**src/rtl/clvd_pkg.sv**
```systemverilog
`default_nettype none
// ----------------------------------------------------------------------------
// clvd_pkg
// Shared widths, codes and defaults for the contact link vote detector.
// ----------------------------------------------------------------------------
package clvd_pkg;

   localparam int JOINTS_DEF = 7;
   localparam int WINDOW_DEF = 20;

   localparam int RES_W      = 16;
   localparam int THR_W      = 15;
   localparam int JOINT_W    = 3;
   localparam int CSR_ADDR_W = 3;
   localparam int CSR_DATA_W = 32;

   localparam logic [JOINT_W-1:0] NONE_JOINT   = 3'd7;
   localparam logic [THR_W-1:0]   THRESH_RESET = 15'd38;

   localparam logic REG_DETECT_THRESHOLD = 1'b0;

endpackage : clvd_pkg
`default_nettype wire

```
**src/rtl/clvd_req_if.sv**
```systemverilog
`default_nettype none
// ----------------------------------------------------------------------------
// clvd_req_if
// Request channel: seven signed Q8.8 joint residuals per item.
// ----------------------------------------------------------------------------
interface clvd_req_if;
   import clvd_pkg::*;

   logic                    valid;
   logic                    ready;
   logic signed [RES_W-1:0] residual_0;
   logic signed [RES_W-1:0] residual_1;
   logic signed [RES_W-1:0] residual_2;
   logic signed [RES_W-1:0] residual_3;
   logic signed [RES_W-1:0] residual_4;
   logic signed [RES_W-1:0] residual_5;
   logic signed [RES_W-1:0] residual_6;

   modport source (
      output valid, residual_0, residual_1, residual_2, residual_3,
             residual_4, residual_5, residual_6,
      input  ready
   );

   modport sink (
      input  valid, residual_0, residual_1, residual_2, residual_3,
             residual_4, residual_5, residual_6,
      output ready
   );

endinterface : clvd_req_if
`default_nettype wire

```
**src/rtl/clvd_rsp_if.sv**
```systemverilog
`default_nettype none
// ----------------------------------------------------------------------------
// clvd_rsp_if
// Response channel: contact flag, reported joint, raw joint, contact loss.
// ----------------------------------------------------------------------------
interface clvd_rsp_if;
   import clvd_pkg::*;

   logic               valid;
   logic               ready;
   logic               contact_on;
   logic [JOINT_W-1:0] contact_joint;
   logic [JOINT_W-1:0] raw_joint;
   logic               lost_contact;

   modport source (
      output valid, contact_on, contact_joint, raw_joint, lost_contact,
      input  ready
   );

   modport sink (
      input  valid, contact_on, contact_joint, raw_joint, lost_contact,
      output ready
   );

endinterface : clvd_rsp_if
`default_nettype wire

```
**src/rtl/clvd_ram.sv**
```systemverilog
`default_nettype none
// ----------------------------------------------------------------------------
// clvd_ram
// Generic single-write, single-read RAM with registered read data.
// ----------------------------------------------------------------------------
module clvd_ram #(
   parameter int WIDTH = 3,
   parameter int DEPTH = 20,
   parameter int ADDR_W = (DEPTH > 1) ? $clog2(DEPTH) : 1
) (
   input  wire logic              clock,
   input  wire logic              wr_en,
   input  wire logic [ADDR_W-1:0] wr_addr,
   input  wire logic [WIDTH-1:0]  wr_data,
   input  wire logic [ADDR_W-1:0] rd_addr,
   output logic      [WIDTH-1:0]  rd_data_ff
);

   logic [WIDTH-1:0] mem [DEPTH];

   always_ff @(posedge clock) begin
      if (wr_en) begin
         mem[wr_addr] <= wr_data;
      end
      rd_data_ff <= mem[rd_addr];
   end

endmodule : clvd_ram
`default_nettype wire

```
**src/rtl/contact_link_vote_detector.sv**
```systemverilog
`default_nettype none
// ----------------------------------------------------------------------------
// contact_link_vote_detector
// Per-tick joint contact vote over a sliding window of raw detections.
// ----------------------------------------------------------------------------
// One item is accepted every clock cycle while the input is not stalled; the
// edge at which stage one advances loads the result into the output register.
// Stage one takes the raw joint computed from the residuals while the ring
// RAM reads the slot being replaced; on advancing, the per-joint counts and
// the filled count are updated, the slot is written back and the majority
// joint is picked. A stalled result holds one further item in the first
// stage, and the input stalls only while both are full. A write-to-read
// forward covers a one-slot window. The ring needs no clearing pass after
// reset: a wrap flag marks slots that were never written as empty.
// ----------------------------------------------------------------------------
module contact_link_vote_detector #(
   parameter int JOINTS = clvd_pkg::JOINTS_DEF,
   parameter int WINDOW = clvd_pkg::WINDOW_DEF
) (
   input  wire logic                             clock,
   input  wire logic                             reset,
   clvd_req_if.sink                              req_chan,
   clvd_rsp_if.source                            rsp_chan,
   input  wire logic                             csr_psel,
   input  wire logic                             csr_penable,
   input  wire logic                             csr_pwrite,
   input  wire logic [clvd_pkg::CSR_ADDR_W-1:0]  csr_paddr,
   input  wire logic [clvd_pkg::CSR_DATA_W-1:0]  csr_pwdata,
   output logic      [clvd_pkg::CSR_DATA_W-1:0]  csr_prdata,
   output logic                                  csr_pready
);
   import clvd_pkg::*;

   localparam int POS_W = (WINDOW > 1) ? $clog2(WINDOW) : 1;
   localparam int CNT_W = $clog2(WINDOW + 1);

   // configuration
   logic [THR_W-1:0] thr_ff;
   logic             csr_wr;

   // ring position and stage one
   logic [POS_W-1:0]   pos_ff;
   logic               wrapped_ff;
   logic               s1_valid_ff;
   logic [JOINT_W-1:0] s1_raw_ff;
   logic [POS_W-1:0]   s1_pos_ff;
   logic               s1_old_ok_ff;
   logic               fwd_ff;
   logic [JOINT_W-1:0] fwd_data_ff;

   // vote state
   logic [CNT_W-1:0] counts_ff [JOINTS];
   logic [CNT_W-1:0] counts_in [JOINTS];
   logic [CNT_W-1:0] filled_ff;
   logic [CNT_W-1:0] filled_in;
   logic             contact_ff;
   logic             contact_in;

   // output register
   logic               rsp_valid_ff;
   logic               rsp_contact_ff;
   logic [JOINT_W-1:0] rsp_joint_ff;
   logic [JOINT_W-1:0] rsp_raw_ff;
   logic               rsp_lost_ff;

   logic                    accept;
   logic                    s1_adv;
   logic                    pos_wrap;
   logic signed [RES_W-1:0] res_arr [7];
   logic [JOINT_W-1:0]      raw_in;
   logic [POS_W-1:0]        ram_raddr;
   logic [JOINT_W-1:0]      ram_rdata;
   logic [JOINT_W-1:0]      old_joint;
   logic [JOINT_W-1:0]      best_in;

   assign csr_wr     = csr_psel && csr_penable && csr_pwrite;
   assign csr_pready = 1'b1;
   assign csr_prdata = (csr_paddr[2] == REG_DETECT_THRESHOLD)
                       ? CSR_DATA_W'(thr_ff) : '0;

   assign s1_adv         = s1_valid_ff && (!rsp_valid_ff || rsp_chan.ready);
   assign req_chan.ready = !s1_valid_ff || s1_adv;
   assign accept         = req_chan.valid && req_chan.ready;
   assign pos_wrap       = (pos_ff == POS_W'(WINDOW - 1));

   assign res_arr[0] = req_chan.residual_0;
   assign res_arr[1] = req_chan.residual_1;
   assign res_arr[2] = req_chan.residual_2;
   assign res_arr[3] = req_chan.residual_3;
   assign res_arr[4] = req_chan.residual_4;
   assign res_arr[5] = req_chan.residual_5;
   assign res_arr[6] = req_chan.residual_6;

   always_comb begin
      logic [RES_W:0] ext;
      logic [RES_W:0] mag;
      raw_in = NONE_JOINT;
      for (int i = 0; i < JOINTS; i++) begin
         ext = {res_arr[i][RES_W-1], res_arr[i]};
         mag = ext[RES_W] ? (~ext + 1'b1) : ext;
         if (mag > (RES_W+1)'(thr_ff)) begin
            raw_in = JOINT_W'(i);
         end
      end
   end

   // hold the read on the stalled slot so the data stays valid
   assign ram_raddr = (s1_valid_ff && !s1_adv) ? s1_pos_ff : pos_ff;

   clvd_ram #(
      .WIDTH (JOINT_W),
      .DEPTH (WINDOW),
      .ADDR_W(POS_W)
   ) u_ring (
      .clock     (clock),
      .wr_en     (s1_adv),
      .wr_addr   (s1_pos_ff),
      .wr_data   (s1_raw_ff),
      .rd_addr   (ram_raddr),
      .rd_data_ff(ram_rdata)
   );

   assign old_joint = !s1_old_ok_ff ? NONE_JOINT : (fwd_ff ? fwd_data_ff : ram_rdata);

   always_comb begin
      logic [CNT_W-1:0] best_cnt;
      for (int j = 0; j < JOINTS; j++) begin
         counts_in[j] = counts_ff[j]
                        - CNT_W'(old_joint == JOINT_W'(j))
                        + CNT_W'(s1_raw_ff == JOINT_W'(j));
      end
      filled_in = filled_ff
                  - CNT_W'(old_joint < JOINT_W'(JOINTS))
                  + CNT_W'(s1_raw_ff < JOINT_W'(JOINTS));
      if (filled_in >= CNT_W'(WINDOW)) begin
         contact_in = 1'b1;
      end else if (filled_in == '0) begin
         contact_in = 1'b0;
      end else begin
         contact_in = contact_ff;
      end
      best_in  = '0;
      best_cnt = counts_in[0];
      for (int j = 1; j < JOINTS; j++) begin
         if (counts_in[j] > best_cnt) begin
            best_in  = JOINT_W'(j);
            best_cnt = counts_in[j];
         end
      end
   end

   always_ff @(posedge clock) begin
      if (reset) begin
         thr_ff       <= THRESH_RESET;
         pos_ff       <= '0;
         wrapped_ff   <= 1'b0;
         s1_valid_ff  <= 1'b0;
         fwd_ff       <= 1'b0;
         filled_ff    <= '0;
         contact_ff   <= 1'b0;
         rsp_valid_ff <= 1'b0;
         for (int j = 0; j < JOINTS; j++) begin
            counts_ff[j] <= '0;
         end
      end else begin
         if (csr_wr && (csr_paddr[2] == REG_DETECT_THRESHOLD)) begin
            thr_ff <= csr_pwdata[THR_W-1:0];
         end
         fwd_ff <= s1_adv && (s1_pos_ff == ram_raddr);
         if (accept) begin
            pos_ff      <= pos_wrap ? '0 : pos_ff + 1'b1;
            s1_valid_ff <= 1'b1;
            if (pos_wrap) begin
               wrapped_ff <= 1'b1;
            end
         end else if (s1_adv) begin
            s1_valid_ff <= 1'b0;
         end
         if (s1_adv) begin
            filled_ff    <= filled_in;
            contact_ff   <= contact_in;
            rsp_valid_ff <= 1'b1;
            for (int j = 0; j < JOINTS; j++) begin
               counts_ff[j] <= counts_in[j];
            end
         end else if (rsp_chan.ready) begin
            rsp_valid_ff <= 1'b0;
         end
      end
      if (accept) begin
         s1_raw_ff    <= raw_in;
         s1_pos_ff    <= pos_ff;
         s1_old_ok_ff <= wrapped_ff;
      end
      fwd_data_ff <= s1_raw_ff;
      if (s1_adv) begin
         rsp_contact_ff <= contact_in;
         rsp_joint_ff   <= contact_in ? best_in : s1_raw_ff;
         rsp_raw_ff     <= s1_raw_ff;
         rsp_lost_ff    <= contact_ff && !contact_in;
      end
   end

   assign rsp_chan.valid         = rsp_valid_ff;
   assign rsp_chan.contact_on    = rsp_contact_ff;
   assign rsp_chan.contact_joint = rsp_joint_ff;
   assign rsp_chan.raw_joint     = rsp_raw_ff;
   assign rsp_chan.lost_contact  = rsp_lost_ff;

endmodule : contact_link_vote_detector
`default_nettype wire

```
**src/flat_wrapper.sv**
```systemverilog
// flat-port wrapper written by rule: the top's interface ports become plain ports
module contact_link_vote_detector_flat import clvd_pkg::*;
#(
   parameter int JOINTS = clvd_pkg::JOINTS_DEF,
   parameter int WINDOW = clvd_pkg::WINDOW_DEF
)
  (clock, reset, csr_psel, csr_penable, csr_pwrite, csr_paddr, csr_pwdata, csr_prdata, csr_pready, req_chan_valid, req_chan_residual_0, req_chan_residual_1, req_chan_residual_2, req_chan_residual_3, req_chan_residual_4, req_chan_residual_5, req_chan_residual_6, req_chan_ready, rsp_chan_valid, rsp_chan_contact_on, rsp_chan_contact_joint, rsp_chan_raw_joint, rsp_chan_lost_contact, rsp_chan_ready);
  clvd_req_if req_chan_i ();
  clvd_rsp_if rsp_chan_i ();
  input  wire logic clock;
  input  wire logic reset;
  input  wire logic csr_psel;
  input  wire logic csr_penable;
  input  wire logic csr_pwrite;
  input  wire logic [clvd_pkg::CSR_ADDR_W-1:0] csr_paddr;
  input  wire logic [clvd_pkg::CSR_DATA_W-1:0] csr_pwdata;
  output logic      [clvd_pkg::CSR_DATA_W-1:0] csr_prdata;
  output logic csr_pready;
  input wire logic [$bits(req_chan_i.valid)-1:0] req_chan_valid;
  input wire logic [$bits(req_chan_i.residual_0)-1:0] req_chan_residual_0;
  input wire logic [$bits(req_chan_i.residual_1)-1:0] req_chan_residual_1;
  input wire logic [$bits(req_chan_i.residual_2)-1:0] req_chan_residual_2;
  input wire logic [$bits(req_chan_i.residual_3)-1:0] req_chan_residual_3;
  input wire logic [$bits(req_chan_i.residual_4)-1:0] req_chan_residual_4;
  input wire logic [$bits(req_chan_i.residual_5)-1:0] req_chan_residual_5;
  input wire logic [$bits(req_chan_i.residual_6)-1:0] req_chan_residual_6;
  output wire logic [$bits(req_chan_i.ready)-1:0] req_chan_ready;
  output wire logic [$bits(rsp_chan_i.valid)-1:0] rsp_chan_valid;
  output wire logic [$bits(rsp_chan_i.contact_on)-1:0] rsp_chan_contact_on;
  output wire logic [$bits(rsp_chan_i.contact_joint)-1:0] rsp_chan_contact_joint;
  output wire logic [$bits(rsp_chan_i.raw_joint)-1:0] rsp_chan_raw_joint;
  output wire logic [$bits(rsp_chan_i.lost_contact)-1:0] rsp_chan_lost_contact;
  input wire logic [$bits(rsp_chan_i.ready)-1:0] rsp_chan_ready;
  assign req_chan_i.valid = req_chan_valid;
  assign req_chan_i.residual_0 = req_chan_residual_0;
  assign req_chan_i.residual_1 = req_chan_residual_1;
  assign req_chan_i.residual_2 = req_chan_residual_2;
  assign req_chan_i.residual_3 = req_chan_residual_3;
  assign req_chan_i.residual_4 = req_chan_residual_4;
  assign req_chan_i.residual_5 = req_chan_residual_5;
  assign req_chan_i.residual_6 = req_chan_residual_6;
  assign req_chan_ready = req_chan_i.ready;
  assign rsp_chan_valid = rsp_chan_i.valid;
  assign rsp_chan_contact_on = rsp_chan_i.contact_on;
  assign rsp_chan_contact_joint = rsp_chan_i.contact_joint;
  assign rsp_chan_raw_joint = rsp_chan_i.raw_joint;
  assign rsp_chan_lost_contact = rsp_chan_i.lost_contact;
  assign rsp_chan_i.ready = rsp_chan_ready;
  contact_link_vote_detector #(.JOINTS(JOINTS), .WINDOW(WINDOW)) u_core (.clock(clock), .reset(reset), .req_chan(req_chan_i), .rsp_chan(rsp_chan_i), .csr_psel(csr_psel), .csr_penable(csr_penable), .csr_pwrite(csr_pwrite), .csr_paddr(csr_paddr), .csr_pwdata(csr_pwdata), .csr_prdata(csr_prdata), .csr_pready(csr_pready));
endmodule
```
**config.mk**
```make
export PLATFORM = sky130hd
export DESIGN_NAME = contact_link_vote_detector_flat
export DESIGN_NICKNAME = d
export VERILOG_FILES = /design/src/rtl/clvd_pkg.sv /design/src/rtl/clvd_req_if.sv /design/src/rtl/clvd_rsp_if.sv /design/src/rtl/clvd_ram.sv /design/src/rtl/contact_link_vote_detector.sv /design/src/flat_wrapper.sv
export SDC_FILE = /design/constraint.sdc
export NUM_CORES = 1
export LEC_CHECK = 0
export BUFFER_PORTS_ARGS = -buffer_cell sky130_fd_sc_hd__buf_2
export CAP_MARGIN = 20
export CELL_PAD_IN_SITES_DETAIL_PLACEMENT = 0
export CELL_PAD_IN_SITES_GLOBAL_PLACEMENT = 1
export CORE_UTILIZATION = 45
export CTS_CLUSTER_DIAMETER = 200
export DETAILED_ROUTE_END_ITERATION = 8
export HOLD_SLACK_MARGIN = 0.02
export PLACE_DENSITY = 0.93
export SLEW_MARGIN = 30
export SYNTH_ARGS = -nofsm -noshare
export SYNTH_HDL_FRONTEND = slang
export SYNTH_SLANG_ARGS = --single-unit
```
**constraint.sdc**
```tcl
create_clock -name clock -period 12.37 [get_ports clock]
set_input_delay 0.6185 -clock clock [delete_from_list [all_inputs] [get_ports clock]]
set_output_delay 0.6185 -clock clock [all_outputs]
set_load 0.1 [all_outputs]
```
; ---- After elaboration in Yosys (flattened, before gate mapping)
; Memory sizes are Yosys's and may differ from the RTL's. A register that Yosys moved wholly into a read port is not among the register bits.
; Cells that the tools add are included.
[op_classes]
muxes = 49
div_mod_pow = 0
eq_ne = 14
mul = 0
add_sub_neg = 24
order_cmp = 16
n_bitwise = 15
reduce_logical = 21
shift = 0
[op_table]
columns = operator, n
row1 = "17-bit by 1-bit adder with 17-bit output, second input constant", 7
row2 = 17-bit by 15-bit greater-than comparator with 1-bit output, 7
row3 = 17-bit 2-to-1 mux, 7
row4 = 17-bit inverter, 7
row5 = 5-bit 2-to-1 mux, 14
row6 = 5-bit by 1-bit adder with 5-bit output, 8
row7 = 5-bit by 1-bit subtractor with 5-bit output, 8
row8 = 5-bit greater-than comparator, 6
row9 = 3-bit 2-to-1 mux, 10
row10 = "3-bit equality test, second input constant", 6
row11 = 15-bit 2-to-1 mux, 1
row12 = 1-bit 2-to-1 mux, 13
row13 = "3-bit by 2-bit equality test with 1-bit output, second input constant", 4
row14 = 1-bit logical AND, 8
row15 = 2-bit 2-to-1 mux, 4
row16 = 1-bit bitwise OR, 7
row17 = "3-bit by 1-bit equality test with 1-bit output, second input constant", 2
row18 = 3-bit zero test, 2
row19 = "3-bit less-than comparator, second input constant", 2
row20 = "5-bit by 1-bit adder with 5-bit output, second input constant", 1
row21 = 5-bit equality test, 1
row22 = "5-bit equality test, second input constant", 1
row23 = "5-bit >= comparator, second input constant", 1
row24 = 5-bit zero test, 1
row25 = other kinds (6), 11
[word_totals]
rom_bits = 0
latch_bits = 0
wordCells = 158
ff_bits = 50
inputBits = 154
ramBits = 95
mem_count = 2
[mem_list]
columns = name, words, width, read_ports, rd_ports_with_merged_regs, write_ports, line_no
row1 = u_core.u_ring.mem, 20, 3, 1, 1, 1, clvd_ram.sv:19  ; logic [WIDTH-1:0] mem [DEPTH];
row2 = u_core.counts_ff, 7, 5, 7, 0, 7, contact_link_vote_detector.sv:52  ; logic [CNT_W-1:0] counts_ff [JOINTS];

; ---- Longest topological paths before layout
[depth]
depth_word = 18
depth_mapped = 60
ltp_nobuf = 58

; ---- Cells and area by module
; From an unflattened synthesis, not the netlist that was laid out.
[unflattened]
cells_unflattened = 1382
hier_area_um2 = 13018.7
[by_module_without_submodules]
columns = module, seq_area_each_um2, area_per_inst_um2, n_inst, cells_per_inst
row1 = contact_link_vote_detector, 2222.1, 10473.8, 1, 1249
row2 = clvd_ram, 1861.8, 2544.9, 1, 133

; ---- Worst setup path before layout
; OpenSTA, ideal clock, no wires.
[synth_path]
path_kind = reg-to-reg
startpoint = reg u_core.fwd_ff
endpoint = reg u_core.rsp_joint_ff[2] (netlist: u_core.rsp_chan.contact_joint[2]), data pin
arrival_time_ps = 9895
path_stages_with_launch = 58
period_less_slack_ps = 10148
setup_slack_ps = 2222
path_buffers = 2
required_ps = 12116
path_cell_list = dfxtp_1 > clkbuf_1 > nor2_1 > a32o_1 > nand2_1 > nor2_1 > ha_1 > inv_1 > ha_1 > fa_1 > a21o_1 > a21oi_1 > xnor2_1 > inv_1 > ha_1 > and3_1 > a41o_1 > o21ai_0 > (+22 left out) > ha_1 > inv_1 > a21oi_1 > o21ai_0 > o21a_1 > clkbuf_1 > nor2_1 > a22oi_1 > o21a_1 > ha_1 > nor2b_1 > o21ai_0 > nand2b_1 > a21oi_1 > nor2b_1 > o22ai_1 > a21oi_1 > a21o_1
[synth_rtl]
columns = element, line_no
row1 = start: declaration, contact_link_vote_detector.sv:48  ; logic fwd_ff;
row2 = start signal: assignment, contact_link_vote_detector.sv:169  ; fwd_ff <= s1_adv && (s1_pos_ff == ram_raddr);
row3 = end signal: assignment, contact_link_vote_detector.sv:198  ; rsp_joint_ff <= contact_in ? best_in : s1_raw_ff;
row4 = end: declaration, contact_link_vote_detector.sv:62  ; logic [JOINT_W-1:0] rsp_joint_ff;

==> flow_summary_export.csv <==
group,metric,value,unit
synthesis,syn_area_per_cell,9.27,um2
power_and_ir_drop,peakVddDrop,0.189,mV
timing,fmax,88.2,MHz
worst_setup_path,worst-setup-path-type,"flop to flop",
drt,via_per_inst,5.50,
global_routing,grt_max_degree,36,
drt,drc_errors,0,
die,ios,197,
worst_setup_path,crit_path_max_fanout,9,
placed_design,dpl_cell_area,14100,um2
placed_design,post-place-cells,1914,
worst_setup_path,crit_path_frequent_cell,"ha_1",
timing,slew_headroom,35.0,%
min_path,hold_depth,2,
timing,fin_skew,0.0142,ns
global_routing,grt_overflow,0,
cts,cts_hold_buffers,0,
power_and_ir_drop,leakage,6.21,nW
cts,cts_tree,"built",
timing,setup_viol,0,
drt,ant_nets,0,
power_and_ir_drop,pwr_density_cell,191,nW/um2
timing,tns,0,ns
final_layout,fillers,2580,
die,initial_utilization,46.2,%
global_routing,antenna_found_initial,12,
die,coreArea,28000,um2
synthesis,synth_flop_cell,"edfxtp_1",
cts,cts-htree-levels,4,
final_layout,drive_gt1_share,14.5,%
cts,cts-root-buf,"clkbuf_16",
worst_setup_path,worst_path_dominant_cell_family,"compound AO/OA/AOI/OAI gates",
run_status,status,"finished clean",
cts,clkLatencyLatePin,0.43,ns
synthesis,synth-seq-cells,148,
drt,firstDrtPassIters,5,
timing,tightest_slew,0.972,ns
global_routing,grt_pass1_vias,10500,
worst_setup_path,cp_data_required_time,12.56,ns
synthesis,synth_top_area_share,26.0,%
die,die_height,172,um
global_routing,grt_pass1_wl,51.7,mm
die,die-width,172,um
global_routing,globalRouteTotalUtil,22.7,%
synthesis,yosysSeqAreaShare,31.6,%
worst_setup_path,cp.buffers_inverters,4,
timing,hold_viol,0,
die,rows,61,
synthesis,ys_top_cells_by_count,"ha_1 (182), inv_1 (121), nand2_1 (121), nor2_1 (118), edfxtp_1 (112)",
drt,drt-initial-drc-count,565,
worst_setup_path,cp_slowest_stage_delay,0.48,ns
min_path,hold_path.class,"primary input to flop",
timing,finalCritPeriodShare,91.6,%
placed_design,hpwlAfterDp,25.1,mm
final_layout,instances_no_fill,1954,
cts,clock-sinks,148,
worst_setup_path,critPathLaunchType,"flop",
worst_setup_path,critPathCaptureType,"flop",
flow_run,maxCapViolCount,0,
synthesis,syn_area,12900,um2
final_layout,syn_to_final_growth,13.9,%
synthesis,synth_cell_types,71,
synthesis,yosysMostFrequentCell,"ha_1",
cts,ctsResizeCount,0,
drt,drt-total-wl,32.6,mm
timing,final.min_clock_period,11.33,ns
synthesis,synth-async-reset-ratio,0,%
cts,cts_made_buffers,17,
worst_setup_path,critPathArrivalTime,11.52,ns
worst_setup_path,path_depth,53,
drt,avgRoutedWirePerCell,16.7,um
final_layout,design_area,14700,um2
placed_design,numPortBuffers,159,
worst_setup_path,cp_slowest_cell,"dfxtp_1",
synthesis,synth_area_leaders,"edfxtp_1 (26%), ha_1 (18%), xnor2_1 (7.4%)",
cts,clk_pin_slew,0.06,ns
cts,post_cts_buffers,0,
worst_setup_path,r2r_cells,53,
power_and_ir_drop,report.power.total,2.81,mW
die,die-area,29400,um2
timing,rsz0062_at_grt,"false",
cts,clock_path_buffers,2,
timing,slew_viol_final,0,
placed_design,gp_congestion,0.876,
synthesis,synth_warnings,0,
final_layout,nets,1899,
drt,vias,10800,
synthesis,synth_edf_count,112,
synthesis,synthCells,1397,
synthesis,synth.largest_area_cell,"edfxtp_1",
routing by layer:
metal / GRT usage (%) / vias up / share of wire (%)
met5: 0 / - / 0.16
met4: 7.57 / 8 / 2.0
met3: 5.32 / 53 / 6.3
met2: 39.6 / 277 / 49
met1: 27.2 / 5042 / 42
li1: - / 5373 / -
cell type report:
cell class	count	area (um2)	share of cell area, %
multi-input combinational	1101	8250	56.0
sequential	148	4080	27.7
timing repair buffer	165	841	5.70
clock inverter	15	191	1.30
inverter	122	458	3.11
tap	378	473	3.21
clock buffer	17	425	2.88
antenna	8	20.0	0.136
through the flow:
step	worst slack, ns	utilization (%)	hold WS, ns
after global placement	1.25	50.3	0.416
final	1.04	52.6	0.390
after global routing	0.101	52.6	0.394
after CTS	0.952	52.5	0.381
after floorplan	2.22	-	0.406
after detailed placement	1.08	50.3	0.427
flip-flops by register name (all words and copies together), names as in the netlist, 5 cells and up:
register / cells
u_core.counts_ff: 35
u_core.u_ring.mem: 60
u_core.pos_ff: 5
u_core.thr_ff: 15
u_core.filled_ff: 5
u_core.s1_pos_ff: 5
placed cells by master (no fill, tap or decap), types with 13 or more instances in the layout:
| cell | netlist | final |
|---|---|---|
| nand2_1 | 121 | 121 |
| edfxtp_1 | 112 | 112 |
| a211oi_1 | 15 | 15 |
| or3_1 | 14 | 14 |
| buf_2 | 1 | 159 |
| nor2_1 | 118 | 118 |
| xor2_1 | 15 | 15 |
| inv_1 | 121 | 121 |
| o21a_1 | 22 | 22 |
| a21oi_1 | 74 | 74 |
| and2_1 | 13 | 13 |
| or4_1 | 14 | 14 |
| dfxtp_1 | 36 | 36 |
| mux4_2 | 15 | 15 |
| nand4_1 | 24 | 24 |
| nand2b_1 | 21 | 20 |
| o31ai_1 | 29 | 29 |
| ha_1 | 182 | 182 |
| nor3_1 | 14 | 14 |
| nand3_1 | 29 | 29 |
| nor2b_1 | 26 | 26 |
| conb_1 | 2 | 18 |
| xnor2_1 | 110 | 110 |
| a21o_1 | 33 | 33 |
| clkbuf_16 | 0 | 17 |
| o21ai_0 | 65 | 64 |
cell families after synthesis:
kind of cell	after synthesis	synth area share (%)
adders and majority gates	190	18.8
other	2	0.0580
and+or+nand+nor	432	16.4
muxes	32	3.98
buffers and inverters	164	5.29
xor gates and xnor gates	125	8.46
AOI/OAI and AO/OA	304	15.4
DFF	148	31.6
where the power goes:
| group | leakage [nW] | switching [mW] | internal (mW) |
|---|---|---|---|
| clock network | 0.305 | 0.220 | 0.323 |
| registers | 1.36 | 0.0222 | 0.580 |
| logic | 4.55 | 0.991 | 0.673 |
worst paths after layout:
kind / start / slack (ns) / end
max: u_core.fwd_ff / 1.04 / u_core.rsp_chan.contact_joint[1]
min: csr_pwdata[1] / 0.39 / u_core.thr_ff[1]
max reg2reg: u_core.fwd_ff / 1.04 / u_core.rsp_chan.contact_joint[1]
min reg2reg: u_core.wrapped_ff / 0.44 / u_core.s1_old_ok_ff
(Power assumes the default switching activity.)
